<file path="config.mk">
export PLATFORM = sky130hd
export DESIGN_NAME = door_motor_controller
export DESIGN_NICKNAME = d
export VERILOG_FILES = /design/src/rtl/dmc_pkg.sv /design/src/rtl/door_motor_controller.sv /design/src/rtl/dmc_cfg.sv /design/src/rtl/dmc_step.sv
export SDC_FILE = /design/constraint.sdc
export NUM_CORES = 1
export LEC_CHECK = 0
export BUFFER_PORTS_ARGS = -buffer_cell sky130_fd_sc_hd__clkbuf_2
export CAP_MARGIN = 25
export CORE_MARGIN = 1
export CORE_UTILIZATION = 50
export CTS_CLUSTER_DIAMETER = 30
export DETAILED_ROUTE_END_ITERATION = 6
export PLACE_DENSITY = 0.79
export SLEW_MARGIN = 20
export SYNTH_ARGS = -nofsm -noshare
export SYNTH_HDL_FRONTEND = slang
export SYNTH_SLANG_ARGS = --single-unit
</file>
<file path="constraint.sdc">
create_clock -name aclk -period 8.3 [get_ports aclk]
set_clock_uncertainty 0.2 [all_clocks]
set_input_delay 0.83 -clock aclk [delete_from_list [all_inputs] [get_ports aclk]]
set_output_delay 0.83 -clock aclk [all_outputs]
set_load 0.1 [all_outputs]
</file>
<file path="src/rtl/dmc_pkg.sv">
`timescale 1ns / 1ps

package dmc_pkg;

    localparam int CFG_DATA_W  = 18;
    localparam int IN_TDATA_W  = 40;
    localparam int OUT_TDATA_W = 16;

    typedef enum logic [2:0] {
        DOOR_CLOSED  = 3'd0,
        DOOR_OPEN    = 3'd1,
        DOOR_BETWEEN = 3'd2,
        DOOR_OPENING = 3'd3,
        DOOR_CLOSING = 3'd4
    } door_t;

    typedef enum logic [1:0] {
        ERR_NONE        = 2'd0,
        ERR_RUN_LONG    = 2'd1,
        ERR_OVERCURRENT = 2'd2,
        ERR_VOLTAGE     = 2'd3
    } err_t;

    typedef enum logic [2:0] {
        CFG_SWITCH_DEBOUNCE  = 3'd0,
        CFG_BUTTON_HOLD      = 3'd1,
        CFG_CURRENT_LIMIT    = 3'd2,
        CFG_VOLTAGE_HIGH     = 3'd3,
        CFG_VOLTAGE_LOW      = 3'd4,
        CFG_OVERCURRENT_RUNS = 3'd5,
        CFG_RUN_STEP_LIMIT   = 3'd6,
        CFG_MANUAL_TIMEOUT   = 3'd7
    } cfg_idx_t;

    localparam logic [1:0]  LIGHT_DAY             = 2'd1;
    localparam logic [1:0]  LIGHT_NIGHT           = 2'd2;
    localparam logic [1:0]  SAMPLE_LAST           = 2'd2;
    localparam logic [4:0]  DRIVE_LAST            = 5'd15;
    localparam logic [2:0]  SENSE_LAST            = 3'd5;
    localparam logic [6:0]  LIGHT_LAST            = 7'd100;
    localparam logic [7:0]  PRESS_KEEP            = 8'd49;
    localparam logic [13:0] MIN_STEPS_FOR_CURRENT = 14'd40;
    localparam logic [6:0]  BAD_VOLTAGE_RUNS      = 7'd100;

    typedef struct packed {
        logic [7:0]  switch_debounce;
        logic [7:0]  button_hold;
        logic [15:0] current_limit;
        logic [14:0] voltage_high;
        logic [14:0] voltage_low;
        logic [7:0]  overcurrent_runs;
        logic [13:0] run_step_limit;
        logic [17:0] manual_timeout;
    } cfg_t;

    localparam cfg_t CFG_RESET = '{
        switch_debounce:  8'd30,
        button_hold:      8'd50,
        current_limit:    16'd2700,
        voltage_high:     15'd13500,
        voltage_low:      15'd8000,
        overcurrent_runs: 8'd10,
        run_step_limit:   14'd11000,
        manual_timeout:   18'd150000
    };

    typedef struct packed {
        logic        closed_switch;
        logic        open_switch;
        logic        push_button;
        logic [1:0]  light_class;
        logic [14:0] bus_millivolts;
        logic [15:0] motor_milliamps;
    } item_t;

    typedef struct packed {
        logic        motor_issued;
        door_t       motor_command;
        door_t       door_state;
        logic        manual_mode;
        err_t        error_event;
    } result_t;

    typedef struct packed {
        door_t       door_position;
        door_t       prior_motion;
        logic        mode_manual;
        logic [1:0]  light_state;
        logic [7:0]  closed_count;
        logic [7:0]  open_count;
        logic [7:0]  press_count;
        logic [1:0]  sample_phase;
        logic [4:0]  drive_phase;
        logic [2:0]  sense_phase;
        logic [6:0]  light_phase;
        logic [17:0] manual_elapsed;
        logic [13:0] run_steps;
        logic [7:0]  overcurrent_count;
        logic [6:0]  bad_voltage_count;
    } state_t;

    localparam state_t STATE_RESET = '{
        door_position:     DOOR_BETWEEN,
        prior_motion:      DOOR_BETWEEN,
        mode_manual:       1'b0,
        light_state:       2'd0,
        closed_count:      8'd0,
        open_count:        8'd0,
        press_count:       8'd0,
        sample_phase:      2'd0,
        drive_phase:       5'd0,
        sense_phase:       3'd0,
        light_phase:       7'd0,
        manual_elapsed:    18'd0,
        run_steps:         14'd0,
        overcurrent_count: 8'd0,
        bad_voltage_count: 7'd0
    };

    function automatic logic is_moving(door_t pos);
        return (pos == DOOR_OPENING) || (pos == DOOR_CLOSING);
    endfunction

endpackage

</file>
<file path="src/rtl/door_motor_controller.sv">
`timescale 1ns / 1ps

// Door motor controller. Each input item is one millisecond tick and yields exactly
// one result item. An item is taken into an input register, its whole state update
// is done combinationally by the step logic, and the result lands in an output register,
// so the block accepts one item per clock cycle when the output side is not stalled, and
// a result is offered on the output from the output register once its item advances. The
// feedback of the controller state through the step logic sets that rate.
// Configuration writes take effect at the next clock edge.
module door_motor_controller (
    input  logic                             aclk,
    input  logic                             aresetn,

    input  logic                             cfg_we,
    input  logic [2:0]                       cfg_addr,
    input  logic [dmc_pkg::CFG_DATA_W-1:0]   cfg_wdata,

    input  logic                             s_tvalid,
    output logic                             s_tready,
    // closed_switch, open_switch, push_button, light_class[1:0],
    // bus_millivolts[14:0], motor_milliamps[15:0], zero fill
    input  logic [dmc_pkg::IN_TDATA_W-1:0]   s_tdata,

    output logic                             m_tvalid,
    input  logic                             m_tready,
    // motor_issued, motor_command[2:0], door_state[2:0], manual_mode,
    // error_event[1:0], zero fill
    output logic [dmc_pkg::OUT_TDATA_W-1:0]  m_tdata
);
    import dmc_pkg::*;

    cfg_t    cfg;
    item_t   in_item_reg;
    logic    in_valid_reg;
    state_t  state_reg;
    state_t  state_next;
    result_t res_next;
    result_t out_reg;
    logic    out_valid_reg;
    logic    advance;

    dmc_cfg u_cfg (
        .aclk      (aclk),
        .aresetn   (aresetn),
        .cfg_we    (cfg_we),
        .cfg_addr  (cfg_addr),
        .cfg_wdata (cfg_wdata),
        .cfg       (cfg)
    );

    dmc_step u_step (
        .st      (state_reg),
        .cfg     (cfg),
        .item    (in_item_reg),
        .st_next (state_next),
        .res     (res_next)
    );

    assign advance  = in_valid_reg && (!out_valid_reg || m_tready);
    assign s_tready = !in_valid_reg || advance;

    always_ff @(posedge aclk) begin
        if (!aresetn) begin
            in_valid_reg <= 1'b0;
        end else if (s_tready) begin
            in_valid_reg <= s_tvalid;
        end
    end

    always_ff @(posedge aclk) begin
        if (s_tready && s_tvalid) begin
            in_item_reg.closed_switch   <= s_tdata[0];
            in_item_reg.open_switch     <= s_tdata[1];
            in_item_reg.push_button     <= s_tdata[2];
            in_item_reg.light_class     <= s_tdata[4:3];
            in_item_reg.bus_millivolts  <= s_tdata[19:5];
            in_item_reg.motor_milliamps <= s_tdata[35:20];
        end
    end

    always_ff @(posedge aclk) begin
        if (!aresetn) begin
            state_reg <= STATE_RESET;
        end else if (advance) begin
            state_reg <= state_next;
        end
    end

    always_ff @(posedge aclk) begin
        if (!aresetn) begin
            out_valid_reg <= 1'b0;
        end else if (advance) begin
            out_valid_reg <= 1'b1;
        end else if (m_tready) begin
            out_valid_reg <= 1'b0;
        end
    end

    always_ff @(posedge aclk) begin
        if (advance) begin
            out_reg <= res_next;
        end
    end

    assign m_tvalid = out_valid_reg;
    assign m_tdata  = {6'd0, out_reg.error_event, out_reg.manual_mode, out_reg.door_state,
                       out_reg.motor_command, out_reg.motor_issued};

`ifndef NO_ASSERTIONS
    a_idle_cmd_zero: assert property (@(posedge aclk) disable iff (!aresetn)
        out_valid_reg && !out_reg.motor_issued |-> out_reg.motor_command == DOOR_CLOSED)
        else $error("result without command carries a nonzero command");

    a_error_has_cmd: assert property (@(posedge aclk) disable iff (!aresetn)
        out_valid_reg && out_reg.error_event != ERR_NONE |-> out_reg.motor_issued)
        else $error("error reported without a motor command");

    a_voltage_stops: assert property (@(posedge aclk) disable iff (!aresetn)
        out_valid_reg && out_reg.error_event == ERR_VOLTAGE
        |-> out_reg.door_state == DOOR_BETWEEN && out_reg.motor_command == DOOR_BETWEEN)
        else $error("bad voltage did not stop the door between ends");

    a_stall_blocks_input: assert property (@(posedge aclk) disable iff (!aresetn)
        in_valid_reg && out_valid_reg && !m_tready |-> !s_tready)
        else $error("input taken while the held item cannot advance");

    a_state_held: assert property (@(posedge aclk) disable iff (!aresetn)
        !advance |=> state_reg == $past(state_reg))
        else $error("controller state changed without an item");
`endif

endmodule

</file>
<file path="src/rtl/dmc_cfg.sv">
`timescale 1ns / 1ps

module dmc_cfg (
    input  logic                            aclk,
    input  logic                            aresetn,
    input  logic                            cfg_we,
    input  logic [2:0]                      cfg_addr,
    input  logic [dmc_pkg::CFG_DATA_W-1:0]  cfg_wdata,
    output dmc_pkg::cfg_t                   cfg
);
    import dmc_pkg::*;

    cfg_t cfg_reg;

    always_ff @(posedge aclk) begin
        if (!aresetn) begin
            cfg_reg <= CFG_RESET;
        end else if (cfg_we) begin
            unique case (cfg_idx_t'(cfg_addr))
                CFG_SWITCH_DEBOUNCE:  cfg_reg.switch_debounce  <= cfg_wdata[7:0];
                CFG_BUTTON_HOLD:      cfg_reg.button_hold      <= cfg_wdata[7:0];
                CFG_CURRENT_LIMIT:    cfg_reg.current_limit    <= cfg_wdata[15:0];
                CFG_VOLTAGE_HIGH:     cfg_reg.voltage_high     <= cfg_wdata[14:0];
                CFG_VOLTAGE_LOW:      cfg_reg.voltage_low      <= cfg_wdata[14:0];
                CFG_OVERCURRENT_RUNS: cfg_reg.overcurrent_runs <= cfg_wdata[7:0];
                CFG_RUN_STEP_LIMIT:   cfg_reg.run_step_limit   <= cfg_wdata[13:0];
                CFG_MANUAL_TIMEOUT:   cfg_reg.manual_timeout   <= cfg_wdata[17:0];
                default:              cfg_reg <= cfg_reg;
            endcase
        end
    end

    assign cfg = cfg_reg;

endmodule

</file>
<file path="src/rtl/dmc_step.sv">
`timescale 1ns / 1ps

module dmc_step (
    input  dmc_pkg::state_t  st,
    input  dmc_pkg::cfg_t    cfg,
    input  dmc_pkg::item_t   item,
    output dmc_pkg::state_t  st_next,
    output dmc_pkg::result_t res
);
    import dmc_pkg::*;

    state_t w;
    logic   press;
    logic   fired;
    logic   issued;
    door_t  cmd;
    err_t   err;

    always_comb begin
        w      = st;
        press  = 1'b0;
        fired  = 1'b0;
        issued = 1'b0;
        cmd    = DOOR_CLOSED;
        err    = ERR_NONE;

        w.manual_elapsed = (w.manual_elapsed == '1) ? w.manual_elapsed
                                                    : w.manual_elapsed + 1'b1;

        // input sampling
        if (w.sample_phase == SAMPLE_LAST) begin
            w.sample_phase = '0;
            if (item.closed_switch &&
                (w.door_position == DOOR_CLOSING || w.door_position == DOOR_BETWEEN)) begin
                w.closed_count = (w.closed_count == '1) ? w.closed_count
                                                        : w.closed_count + 1'b1;
            end else begin
                w.closed_count = '0;
            end
            if (item.open_switch &&
                (w.door_position == DOOR_OPENING || w.door_position == DOOR_BETWEEN)) begin
                w.open_count = (w.open_count == '1) ? w.open_count : w.open_count + 1'b1;
            end else begin
                w.open_count = '0;
            end
            if (item.push_button) begin
                w.press_count = (w.press_count == '1) ? w.press_count : w.press_count + 1'b1;
            end else if (w.press_count < PRESS_KEEP) begin
                w.press_count = '0;
            end
        end else begin
            w.sample_phase = w.sample_phase + 1'b1;
        end

        if (w.closed_count > cfg.switch_debounce) begin
            w.run_steps     = '0;
            w.closed_count  = '0;
            issued          = 1'b1;
            cmd             = DOOR_CLOSED;
            w.door_position = DOOR_CLOSED;
        end
        if (w.open_count > cfg.switch_debounce) begin
            w.run_steps     = '0;
            w.open_count    = '0;
            issued          = 1'b1;
            cmd             = DOOR_OPEN;
            w.door_position = DOOR_OPEN;
        end
        if (w.press_count > cfg.button_hold && !item.push_button) begin
            w.press_count = '0;
            press         = 1'b1;
            w.run_steps   = '0;
        end

        // automatic mode
        if (!w.mode_manual) begin
            if (!is_moving(w.door_position) && w.light_phase == LIGHT_LAST) begin
                fired         = 1'b1;
                w.light_state = item.light_class;
            end
            if ((w.door_position == DOOR_OPEN || w.door_position == DOOR_BETWEEN) &&
                w.light_state == LIGHT_NIGHT) begin
                issued          = 1'b1;
                cmd             = DOOR_CLOSING;
                w.door_position = DOOR_CLOSING;
            end
            if ((w.door_position == DOOR_CLOSED || w.door_position == DOOR_BETWEEN) &&
                w.light_state == LIGHT_DAY) begin
                issued          = 1'b1;
                cmd             = DOOR_OPENING;
                w.door_position = DOOR_OPENING;
            end
        end
        if (fired) begin
            w.light_phase = '0;
        end else if (w.light_phase < LIGHT_LAST) begin
            w.light_phase = w.light_phase + 1'b1;
        end

        // manual mode
        if (w.mode_manual && w.manual_elapsed > cfg.manual_timeout) begin
            w.mode_manual = 1'b0;
        end
        if (press) begin
            w.manual_elapsed = '0;
            w.mode_manual    = 1'b1;
            priority case (w.door_position)
                DOOR_OPENING, DOOR_CLOSING: begin
                    w.prior_motion  = w.door_position;
                    issued          = 1'b1;
                    cmd             = DOOR_BETWEEN;
                    w.door_position = DOOR_BETWEEN;
                end
                DOOR_CLOSED: w.door_position = DOOR_OPENING;
                DOOR_OPEN:   w.door_position = DOOR_CLOSING;
                DOOR_BETWEEN: begin
                    if (w.prior_motion == DOOR_CLOSING) begin
                        w.door_position = DOOR_OPENING;
                    end else if (w.prior_motion == DOOR_OPENING ||
                                 w.prior_motion == DOOR_BETWEEN) begin
                        w.door_position = DOOR_CLOSING;
                    end
                end
                default: w.door_position = w.door_position;
            endcase
        end

        // motor drive
        if (w.drive_phase == DRIVE_LAST && is_moving(w.door_position)) begin
            w.drive_phase = '0;
            issued        = 1'b1;
            cmd           = w.door_position;
            w.run_steps   = (w.run_steps == '1) ? w.run_steps : w.run_steps + 1'b1;
        end else if (w.drive_phase < DRIVE_LAST) begin
            w.drive_phase = w.drive_phase + 1'b1;
        end

        // protections
        if (!is_moving(w.door_position)) begin
            w.run_steps = '0;
        end

        if (w.sense_phase == SENSE_LAST) begin
            w.sense_phase = '0;
            if (w.run_steps > MIN_STEPS_FOR_CURRENT &&
                item.motor_milliamps > cfg.current_limit) begin
                w.overcurrent_count = (w.overcurrent_count == '1) ? w.overcurrent_count
                                                                  : w.overcurrent_count + 1'b1;
            end else begin
                w.overcurrent_count = '0;
            end
            if (item.bus_millivolts > cfg.voltage_high ||
                item.bus_millivolts < cfg.voltage_low) begin
                w.bad_voltage_count = (w.bad_voltage_count == '1) ? w.bad_voltage_count
                                                                  : w.bad_voltage_count + 1'b1;
            end else begin
                w.bad_voltage_count = '0;
            end
        end else begin
            w.sense_phase = w.sense_phase + 1'b1;
        end

        if (w.run_steps > cfg.run_step_limit) begin
            err             = ERR_RUN_LONG;
            issued          = 1'b1;
            cmd             = DOOR_BETWEEN;
            w.run_steps     = '0;
            w.door_position = DOOR_BETWEEN;
        end
        if (w.overcurrent_count > cfg.overcurrent_runs) begin
            w.overcurrent_count = '0;
            w.run_steps         = '0;
            issued              = 1'b1;
            if (w.door_position == DOOR_CLOSING) begin
                // current stall while closing means the door has reached the end
                w.closed_count  = '0;
                cmd             = DOOR_CLOSED;
                w.door_position = DOOR_CLOSED;
            end else begin
                err             = ERR_OVERCURRENT;
                cmd             = DOOR_BETWEEN;
                w.door_position = DOOR_BETWEEN;
            end
        end
        if (w.bad_voltage_count > BAD_VOLTAGE_RUNS) begin
            err                 = ERR_VOLTAGE;
            issued              = 1'b1;
            cmd                 = DOOR_BETWEEN;
            w.run_steps         = '0;
            w.door_position     = DOOR_BETWEEN;
            w.bad_voltage_count = '0;
        end

        st_next           = w;
        res.motor_issued  = issued;
        res.motor_command = cmd;
        res.door_state    = w.door_position;
        res.manual_mode   = w.mode_manual;
        res.error_event   = err;
    end

endmodule
</file>
# [After elaboration in Yosys (flattened, before gate mapping)]
# Cells that the tools add are included.
[word_totals] register_bits=247 latchBits=0 ram_bits=0 mem_bits_ro=0 input_bits=66 output_inout_bits=18 elab_cells=223 n_memories=0
[op_classes] addsub=11 n_mul=0 n_div=0 order_cmp=14 n_eq_ne=38 shift=0 muxes=78 bitwise=1 n_reduce_logical=45
[op_table] cell="$mux W14" count=8
[op_table] cell="$mux W8" count=14
[op_table] cell="$mux W3" count=21
[op_table] cell="$mux W7" count=6
[op_table] cell="$eq A3 B2 Y1 const B" count=12
[op_table] cell="$mux W18" count=2
[op_table] cell="$eq A3 B3 Y1 const B" count=11
[op_table] cell="$add A8 B1 Y8 const B" count=4
[op_table] cell="$eq A8 B8 Y1 const B" count=4
[op_table] cell="$gt A8 B8 Y1" count=4
[op_table] cell="$mux W24" count=1
[op_table] cell="$mux W22" count=1
[op_table] cell="$reduce_and A2 Y1" count=11
[op_table] cell="$add A18 B1 Y18 const B" count=1
[op_table] cell="$eq A18 B18 Y1 const B" count=1
[op_table] cell="$gt A18 B18 Y1" count=1
[op_table] cell="$gt A16 B16 Y1" count=1
[op_table] cell="$gt A15 B15 Y1" count=1
[op_table] cell="$lt A15 B15 Y1" count=1
[op_table] cell="$mux W1" count=15
[op_table] cell="$mux W15" count=1
[op_table] cell="$add A14 B1 Y14 const B" count=1
[op_table] cell="$add A7 B1 Y7 const B" count=2
[op_table] cell="$eq A14 B14 Y1 const B" count=1
[op_table] cell="other kinds (26)" count=62

# [Logic depth before layout (Yosys ltp)]
# Gate-level depths: netlist (run 1).
[logic_depth] word_depth=39 depth_mapped=42

# [Hierarchy]
# Synthesis (run 1) repeated with hierarchy kept, for this count alone.
[unflattened] cells_unflattened=1840 hier_area_um2=15584.9
[by_module_without_submodules] module="dmc_step" instances=1 cells_each=976 area_per_inst_um2=6239.7 seq_area_each_um2=0.0
[by_module_without_submodules] module="door_motor_controller" instances=1 cells_each=484 area_per_inst_um2=5370.2 seq_area_each_um2=3363.2
[by_module_without_submodules] module="dmc_cfg" instances=1 cells_each=380 area_per_inst_um2=3975.1 seq_area_each_um2=2042.0

# [Worst setup path before layout (run 1)]
# Ideal clock, no wire load.
[synth_path] path_type="flip-flop to flip-flop" start="register state_reg[64] (netlist name)" end="register state_reg[26] (netlist name)" setup_time_ps=70 arrival_ps=7799 required_time_ps=8030 path_slack_ps=230 stages_incl_launch_ff=41 path_buffers=2 synth_period_minus_slack_ps=8070 cell_sequence="dfxtp_1 > ha_1 > nand3_1 > nor2_1 > a31o_2 > o21a_1 > o21ai_0 > o31ai_1 > ha_1 > a211o_1 > a21oi_1 > nand3_1 > and3_1 > clkbuf_1 > nor3_1 > clkbuf_1 > and2_1 > ha_1 > [5 not listed] > a31o_2 > a21oi_1 > a211oi_2 > nor2_1 > nor2_1 > nor2_1 > ha_1 > nor2b_1 > o21a_1 > o21ai_0 > nand2b_1 > a21oi_1 > o21ai_0 > o21ai_2 > and3_1 > a32oi_4 > or4_1 > a21oi_1"
[synth_between] elab_chain_len=20
[synth_rtl] item="start, declared" line="door_motor_controller.sv:35" source="state_t state_reg;"
[synth_rtl] item="start signal, assigned" line="door_motor_controller.sv:85" source="state_reg <= state_next;"
[synth_rtl] item="$add A8 B1 Y8 (tied with other cells)" line="dmc_step.sv:47" source="w.press_count = (w.press_count == '1) ? w.press_count : w.press_count + 1'b1;"
[synth_rtl] item="$mux W8, on equally long branches" line="dmc_step.sv:47, dmc_step.sv:48"
[synth_rtl] item="$mux W8" line="dmc_step.sv:46" source="if (item.push_button) begin"
[synth_rtl] item="$mux W24 *" line="dmc_step.sv:31" source="if (w.sample_phase == SAMPLE_LAST) begin"
[synth_rtl] item="$gt A8 B8 Y1 *" line="dmc_step.sv:69" source="if (w.press_count > cfg.button_hold && !item.push_button) begin"
[synth_rtl] item="$logic_and A1 B1 Y1 *" line="dmc_step.sv:69"
[synth_rtl] item="parallel branches: the longest is 6 deep, another holds $add A14 B1 Y14"
[synth_rtl] item="$mux W14 *" line="dmc_step.sv:139" source="if (!is_moving(w.door_position)) begin"
[synth_rtl] item="$gt A14 B6 Y1" line="dmc_step.sv:145" source="if (w.run_steps > MIN_STEPS_FOR_CURRENT &&"
[synth_rtl] item="$logic_and A1 B1 Y1" line="dmc_step.sv:145"
[synth_rtl] item="$mux W8" line="dmc_step.sv:145"
[synth_rtl] item="$mux W15" line="dmc_step.sv:143" source="if (w.sense_phase == SENSE_LAST) begin"
[synth_rtl] item="$gt A8 B8 Y1" line="dmc_step.sv:170" source="if (w.overcurrent_count > cfg.overcurrent_runs) begin"
[synth_rtl] item="$mux W22 *" line="dmc_step.sv:170"
[synth_rtl] item="$mux W14 *" line="dmc_step.sv:185" source="if (w.bad_voltage_count > BAD_VOLTAGE_RUNS) begin"
# Every way passes the cells marked *.
# A chain may end at the register's enable or synchronous reset.

# [Worst setup path in the final report (run 1)]
[layout_path] start="register state_reg[80] (netlist name)" end="register state_reg[26] (netlist name)"
[layout_between] elab_chain_len=38
[layout_rtl] item="$add A8 B1 Y8 / $eq A8 B8 Y1 (equally long branches)" line="dmc_step.sv:36, dmc_step.sv:35"
[layout_rtl] item="$mux W8" line="dmc_step.sv:35" source="w.closed_count = (w.closed_count == '1) ? w.closed_count"
[layout_rtl] item="$mux W8" line="dmc_step.sv:33" source="if (item.closed_switch &&"
[layout_rtl] item="$mux W24 *" line="dmc_step.sv:31"
[layout_rtl] item="$gt A8 B8 Y1 *" line="dmc_step.sv:55" source="if (w.closed_count > cfg.switch_debounce) begin"
[layout_rtl] item="$mux W3" line="dmc_step.sv:55"
[layout_rtl] item="$mux W3" line="dmc_step.sv:62" source="if (w.open_count > cfg.switch_debounce) begin"
[layout_rtl] item="$eq A3 B2 Y1 / $eq A3 B3 Y1 (equally long branches)" line="dmc_pkg.sv:121" source="return (pos == DOOR_OPENING) || (pos == DOOR_CLOSING);"
[layout_rtl] item="[22 not listed]"
[layout_rtl] item="$mux W14 *" line="dmc_step.sv:139"
[layout_rtl] item="$gt A14 B6 Y1" line="dmc_step.sv:145"
[layout_rtl] item="$logic_and A1 B1 Y1" line="dmc_step.sv:145"
[layout_rtl] item="$mux W8" line="dmc_step.sv:145"
[layout_rtl] item="$mux W15" line="dmc_step.sv:143"
[layout_rtl] item="$gt A8 B8 Y1" line="dmc_step.sv:170"
[layout_rtl] item="$mux W22 *" line="dmc_step.sv:170"
[layout_rtl] item="$mux W14 *" line="dmc_step.sv:185"
# Mark *: on every way between the ends. The rest lies on a longest branch, timed or not. The select of a mux whose other input is x is not followed.

==> flow_summary.json, run 1 <==
{
  "status": "finished, final reports clean",
  "antenna_found_initial": 0,
  "cts_made_buffers": 56,
  "worstPathArrival_ns": 8.17,
  "relSlewSlack_pct": 23.9,
  "slowest_stage": "or4_4",
  "crit_path_max_fanout": 7,
  "fmax_mhz": 127,
  "fp-row-count": 60,
  "grt_max_degree": 95,
  "insertion_delay_ns": 0.57,
  "leakage_uw": 0.00699,
  "final_cell_mix": "nand2_1 (265), dfxtp_1 (200), nor2_1 (148)",
  "top_layer_used": "met4",
  "core_area_um2": 27300,
  "grt_overflow": 0,
  "drt_wl_total_um": 36300,
  "ioPinCount": 84,
  "grt_pass1_wl_um": 59300,
  "fillCellCount": 2225,
  "final_antenna_net_count": 0,
  "yosysSeqAreaShare_pct": 38.6,
  "criticalPathCategory": "reg -> reg",
  "fin_crit_ns": 7.90,
  "drive_above_1_share_pct": 13.2,
  "utilization_pct": 62.2,
  "wl_met1_um": 15700,
  "seq_power_share_pct": 32.9,
  "ir_worst_vdd_v": 0.000223,
  "synth_ff_type": "dfxtp_1",
  "tightest_slew_ns": 1.13,
  "async_flop_share_pct": 0,
  "grt_usage_pct": 25.3,
  "dpl_cell_area_um2": 14800,
  "vias_per_cell": 5.76,
  "clkSlewWorstSetupHoldPaths_ns": 0.05,
  "area_growth_pct": 21.1,
  "synth.distinct_cells": 80,
  "powerDensity_nw_per_um2": 228,
  "drtPass1Iterations": 6,
  "cts_tree": "yes",
  "worst_setup_path_start_kind": "register",
  "p_int_uw": 2980,
  "cpPeakStageDelay_ns": 0.55,
  "post-route-cell-area_um2": 17000,
  "cpMostUsedCell": "nor2_1",
  "nets": 1986,
  "place_congestion": 0.950,
  "min_path_type": "in -> reg",
  "synth_edf_count": 46,
  "die_x_um": 169,
  "vias": 12800,
  "switchingPower_uw": 880,
  "slew_violations": 0,
  "syn-cell-area_um2": 14000,
  "port_buffers": 73,
  "swShare_pct": 22.8,
  "drt-initial-drc-count": 1121,
  "crit_family": "simple AND/OR/NAND/NOR gates",
  "required_ns": 8.57,
  "holdWs_ns": 0.230,
  "largest_register_ffs": 102,
  "layout_commonest_cell": "nand2_1",
  "power_frac_comb_pct": 5.2,
  "cts_num_sinks": 247,
  "p_clk_share_pct": 62.0,
  "end_kind": "register",
  "wl_per_cell_um": 16.4,
  "ys_ff_latch": 247,
  "setup_viol": 0,
  "avgSynthCellArea_um2": 8.21,
  "root_buffer": "clkbuf_16",
  "period_share_pct": 95.2,
  "wl_met3_um": 2610,
  "dp_hpwl_um": 24200,
  "die_h_um": 169,
  "cts_buffer_depth": 3,
  "finalHoldViolCount": 0,
  "diodes": 0,
  "drc": 0,
  "drv_cap": 0,
  "yosysWarnings": 0,
  "grt_pass1_vias": 12400,
  "htree_levels": 2,
  "critPathBufInv": 2,
  "die_area_um2": 28700,
  "synthCells": 1706,
  "wl_met2_um": 16900,
  "fin_setup_tns_ns": 0,
  "start_util_pct": 51.4
}
## routing by layer
metal / up-vias / global-route usage (%)
met4: 0 / 9.52
li1: 6227 / -
met1: 5935 / 32.2
met3: 99 / 4.45
met5: - / 0
met2: 516 / 42.7
## final cells by class
cell class              instances  area, um2  area share, %
clock buffers                  70       1560           9.18
clock inverters                34        522           3.08
inverters                     123        464           2.74
multi-input cells            1264       7900           46.6
flip-flops and latches        247       5410           31.9
well taps                     372        465           2.74
repair buffers                110        647           3.81
## worst paths after layout
kind / to / slack, ns / start / cells after the start
worst max-delay path: state_reg[26] / 0.40 / state_reg[80] / 36
worst min-delay path: in_item_reg[0] / 0.23 / s_tdata[20] / 1
worst max register to register: state_reg[26] / 0.40 / state_reg[80] / 36
worst min register to register: u_cfg.cfg[61] / 0.26 / u_cfg.cfg[61] / 2
## what timing repair did
item	CTS	global route
endpoints found under the setup margin	0	39
gates resized for setup	0	17
buffers inserted	0	1
hold buffers	0	0
## Yosys cell counts (all sizes together) (12+ instances only)
| cell | count | area [um2] |
|---|---|---|
| nand2b | 20 | 125 |
| o21a | 17 | 128 |
| nor2b | 19 | 119 |
| nor2 | 154 | 581 |
| o21ai | 57 | 289 |
| nand4 | 35 | 219 |
| and2 | 14 | 87.6 |
| a22oi | 30 | 225 |
| xnor2 | 29 | 254 |
| clkbuf | 65 | 253 |
| nand2 | 265 | 995 |
| and3 | 16 | 100 |
| inv | 123 | 462 |
| a31oi | 12 | 75.1 |
| nand3 | 60 | 300 |
| a21oi | 149 | 749 |
| nor3 | 35 | 175 |
| dfxtp | 201 | 4020 |
| a21o | 23 | 173 |
| o211ai | 46 | 345 |
| edfxtp | 46 | 1380 |
| ha | 118 | 1480 |
| buf | 12 | 76.3 |
| a22o | 19 | 166 |
| xor2 | 17 | 149 |
## cells by family after synthesis
group           Yosys count  synth area share (%)
compound gates          410                  19.3
xor+xnor                 46                  2.88
fa+ha+maj               118                  10.5
buf+inv                 200                  5.65
flops                   247                  38.6
mux                      11                 0.831
other cells               1                0.0268
simple gates            673                  22.2
## through the flow
stage | setup slack (ns) | power, uW | std cells
5_1_grt | -0.0291 | 3970 | 2220
4_1_cts | 0.0804 | 3880 | 2219
6_report | 0.401 | 3860 | 2220
2_1_floorplan | 0.230 | 1430 | 1711
3_3_place_gp | 0.405 | 1480 | 2114
3_5_place_dp | 0.275 | 1490 | 2115
## power by group through the flow
stage,clock [uW],combinational (uW),sequential [uW]
after global placement,0,189,1290
after CTS,2410,197,1270
after global routing,2480,219,1270
final,2390,199,1270
after detailed placement,0,195,1290
after floorplan,0,126,1300
(Power assumes the default switching activity.)
==> run 2: changes to the inputs <==
Clock period 8.3 ns to 7.2 ns, I/O delays scaled along.
==> flow_summary.json, run 2 (synthesized netlist as in run 1, its figures left out) <==
{
  "root_buffer": "clkbuf_16",
  "die_area_um2": 28700,
  "ioPinCount": 84,
  "worst_setup_path_start_kind": "register",
  "drc": 2,
  "antenna_found_initial": 0,
  "period_share_pct": 99.4,
  "vias_per_cell": 5.81,
  "wl_per_cell_um": 16.7,
  "drv_cap": 0,
  "core_area_um2": 27300,
  "clkSlewWorstSetupHoldPaths_ns": 0.05,
  "drive_above_1_share_pct": 19.7,
  "cpPeakStageDelay_ns": 0.53,
  "slew_violations": 0,
  "rrSetupSlack_ns": 0.04,
  "leakage_uw": 0.00732,
  "drtPass1Iterations": 7,
  "grt_pass1_vias": 12600,
  "grt_overflow": 0,
  "fmax_mhz": 140,
  "cpMostUsedCell": "o21ai_2",
  "required_ns": 7.48,
  "slowest_stage": "or4_1",
  "grt_max_degree": 74,
  "min_path_type": "in -> reg",
  "relSlewSlack_pct": 34.9,
  "criticalPathCategory": "reg -> reg",
  "final_cell_mix": "nand2_1 (263), dfxtp_1 (194), nor2_1 (142)",
  "start_util_pct": 51.4,
  "power.total_uw": 4280,
  "nets": 2044,
  "cts_made_buffers": 54,
  "worstPathArrival_ns": 7.44,
  "fin_ws_ns": 0.0411,
  "place_ws_ns": -0.137,
  "tightest_slew_ns": 0.975,
  "final_antenna_net_count": 0,
  "end_kind": "register",
  "holdWs_ns": 0.119,
  "dp_hpwl_um": 25000,
  "powerDensity_nw_per_um2": 240,
  "vias": 13200,
  "cts-hold-fix-buffers": 0,
  "fp-row-count": 60,
  "cts_buffer_depth": 3,
  "die_x_um": 169,
  "die_h_um": 169,
  "grt_usage_pct": 25.6,
  "drt_wl_total_um": 38100,
  "rsz0062_at_grt": "true",
  "crit_path_max_fanout": 4,
  "area_growth_pct": 27.0,
  "cts_num_sinks": 247,
  "diodes": 0,
  "ir_worst_vdd_v": 0.000212,
  "drt-initial-drc-count": 1117,
  "htree_levels": 2,
  "place_congestion": 0.934,
  "fillCellCount": 2132,
  "setup_viol": 0,
  "fin_crit_ns": 7.16,
  "status": "finished, violations left",
  "largest_register_ffs": 102,
  "finalHoldViolCount": 0,
  "layout_commonest_cell": "nand2_1",
  "cts_tree": "yes",
  "port_buffers": 73,
  "insertion_delay_ns": 0.57,
  "violations": "DRC",
  "grt_pass1_wl_um": 60100
}
==> run 2: final timing paths <==
kind                                    start               to  depth (start not counted)
worst min register to register  u_cfg.cfg[13]    u_cfg.cfg[13]                          2
worst max-delay path            state_reg[81]    state_reg[26]                         39
worst max register to register  state_reg[81]    state_reg[26]                         39
worst min-delay path              s_tdata[13]  in_item_reg[24]                          1
==> run 2: per-layer routing <==
metal,global-route usage [%],vias to the layer above,part of all wire [%]
li1,-,6341,-
met3,4.85,130,7.4
met5,0,-,0
met2,43.0,558,47
met4,10.9,0,4.0
met1,32.1,6204,42
==> run 2: layout make-up <==
class	count	area, um2	area share, %
Clock inverter	42	533	3.00
Sequential cell	247	5430	30.5
Clock buffer	60	1410	7.90
Multi-Input combinational cell	1264	8360	47.0
Inverter	123	464	2.61
Timing Repair Buffer	170	1140	6.39
Tap cell	372	465	2.62
==> run 2: timing repair <==
action	CTS	global route
pin swaps	2	51
endpoints found under the setup margin	22	42
buffers inserted	0	22
resized for setup	11	84
==> run 2: power by group <==
| part | internal (uW) | leakage (uW) | switching, uW |
|---|---|---|---|
| combinational | 72.4 | 0.00432 | 166 |
| clock | 1720 | 0.000931 | 859 |
| sequential | 1440 | 0.00208 | 17.9 |
| total | 3240 | 0.00732 | 1040 |
==> run 2: worst max-delay path: cells and delay by family, from the launching register on <==
kind	cells	cell delay, ns
flops	1	0.37
simple gates	16	2.93
mux	1	0.17
buf+inv	3	0.43
fa+ha+maj	4	0.86
compound gates	15	2.13
==> run 2: metrics by stage <==
stage	setup TNS (ns)	instances	area, um2	utilization [%]
after global placement	0	2153	15200	55.9
after floorplan	-0.103	1711	14200	-
after detailed placement	-1.26	2154	15200	55.9
final	0	2278	17800	65.3
after CTS	0	2256	17200	63.3
after global routing	-5.70	2278	17800	65.3
==> run 3: changes to the inputs <==
--- a/config.mk
+++ b/config.mk
@@ -10,4 +10,5 @@
 export CORE_MARGIN = 1
 export CORE_UTILIZATION = 50
+export CTS_BUF_LIST = sky130_fd_sc_hd__clkbuf_4
 export CTS_CLUSTER_DIAMETER = 30
 export DETAILED_ROUTE_END_ITERATION = 6
==> constraint.sdc (replaced) <==
create_clock -name aclk -period 7.2 [get_ports aclk]
set_clock_uncertainty 0.2 [all_clocks]
set_input_delay 1.44 -clock aclk [delete_from_list [all_inputs] [get_ports aclk]]
set_output_delay 1.44 -clock aclk [all_outputs]
set_load 0.1 [all_outputs]
==> flow_summary.json, run 3 (synthesized netlist as in run 1, its figures left out) <==
{
  "min_path_type": "reg -> reg",
  "grt_overflow": 0,
  "end_kind": "register",
  "worst-path-stages": 34,
  "critPathBufInv": 2,
  "violations": "DRC, setup timing",
  "worstPathArrival_ns": 7.63,
  "grt_usage_pct": 25.4,
  "status": "finished, violations left",
  "tightest_slew_ns": 0.994,
  "vias": 13200,
  "powerDensity_nw_per_um2": 188,
  "cts_made_buffers": 71,
  "cts_tree": "yes",
  "place_congestion": 0.915,
  "period_share_pct": 101,
  "cts_num_sinks": 247,
  "dp_hpwl_um": 25100,
  "holdWs_ns": 0.255,
  "port_buffers": 73,
  "grt_pass1_wl_um": 59400,
  "fillCellCount": 2286,
  "startpoint": "state_reg[80]",
  "largest_register_ffs": 102,
  "rsz0062_at_grt": "true",
  "final_antenna_net_count": 0,
  "drt-initial-drc-count": 1017,
  "rrSetupSlack_ns": -0.05,
  "relSlewSlack_pct": 33.6,
  "drt_wl_total_um": 37100,
  "hold_depth": 2,
  "area_growth_pct": 19.6,
  "cts_buffer_depth": 3,
  "htree_levels": 3,
  "slowest_stage": "or4_4",
  "die_h_um": 169,
  "drv_cap": 0,
  "utilization_pct": 61.5,
  "criticalPathCategory": "reg -> reg",
  "vias_per_cell": 5.72,
  "final_cell_mix": "nand2_1 (263), dfxtp_1 (194), nor2_1 (144)",
  "insertion_delay_ns": 0.73,
  "ioPinCount": 84,
  "required_ns": 7.58,
  "critical_path.endpoint": "state_reg[26]",
  "rr_worst_depth": 34,
  "finalHoldViolCount": 0,
  "ir_worst_vdd_v": 0.000185,
  "core_area_um2": 27300,
  "r2r_start": "state_reg[80]",
  "grt_max_degree": 74,
  "root_buffer": "clkbuf_4",
  "fin_ws_ns": -0.0522,
  "grt_pass1_vias": 12600,
  "slew_violations": 0,
  "leakage_uw": 0.00693,
  "start_util_pct": 51.4,
  "crit_family": "simple AND/OR/NAND/NOR gates",
  "fmax_mhz": 138,
  "clkSlewWorstSetupHoldPaths_ns": 0.07,
  "fin_setup_tns_ns": -0.0522,
  "worst_setup_path_start_kind": "register",
  "fp-row-count": 60,
  "die_area_um2": 28700,
  "die_x_um": 169,
  "nets": 2062,
  "drc": 4,
  "r2r_end": "state_reg[26]",
  "cts-hold-fix-buffers": 0,
  "drtPass1Iterations": 7,
  "layout_commonest_cell": "nand2_1",
  "fin_crit_ns": 7.25,
  "wl_per_cell_um": 16.1,
  "setup_viol": 1,
  "antenna_found_initial": 1,
  "drive_above_1_share_pct": 20.1,
  "cpPeakStageDelay_ns": 0.56,
  "crit_path_max_fanout": 5
}
## run 3: how the worst min path moves through the flow
stage          slack, ns              to            from
2_1_floorplan       0.24  u_cfg.cfg[100]  u_cfg.cfg[100]
3_3_place_gp        0.24   u_cfg.cfg[66]   u_cfg.cfg[66]
5_1_grt             0.28   u_cfg.cfg[69]   u_cfg.cfg[69]
4_1_cts             0.26  u_cfg.cfg[100]  u_cfg.cfg[100]
6_report            0.25   u_cfg.cfg[13]   u_cfg.cfg[13]
3_5_place_dp        0.25  u_cfg.cfg[100]  u_cfg.cfg[100]
## run 3: report_power, final
| part | switching (uW) | internal, uW |
|---|---|---|
| sequential | 17.5 | 1440 |
| clock | 636 | 821 |
| combinational | 166 | 73.3 |
## run 3: per-stage QoR
stage | cell area (um2) | setup slack, ns | power (uW) | std cells
finish | 16800 | -0.0522 | 3150 | 2307
detailed placement | 15300 | -0.0912 | 1720 | 2159
CTS | 16300 | 0.00954 | 3180 | 2290
global route | 16800 | -0.387 | 3280 | 2307
global placement | 15300 | 0.00804 | 1710 | 2158
floorplan | 14200 | -0.103 | 1640 | 1711
## run 3: worst min-delay path: stages, from the launching register on
cell and delay (ns):
dfxtp_1 0.31, nand2_1 0.05, a21oi_1 0.05
## run 3: area by class of cell
type | count | area [um2] | area share (%)
multi-input combinational | 1265 | 8270 | 49.4
clock inverter | 32 | 289 | 1.73
inverter | 123 | 464 | 2.77
sequential | 247 | 5420 | 32.4
timing repair buffer | 170 | 1110 | 6.62
tap | 372 | 465 | 2.78
clock buffer | 97 | 728 | 4.35
antenna | 1 | 2.50 | 0.0149
## run 3: metal layers
metal  global-route usage, %  vias up  share of wire (%)
li1                        -     6407                  -
met1                    32.1     6173                 43
met2                    42.1      505                 47
met3                    4.85      101                6.7
met4                    11.4        0                3.3
met5                       0        -                  0
## run 3: what timing repair did
item                       in CTS  in global routing
buffers inserted                2                 16
gates resized for setup         6                 69
cloned                          0                  1
setup endpoints to repair      19                 42
pin swaps                       6                 40
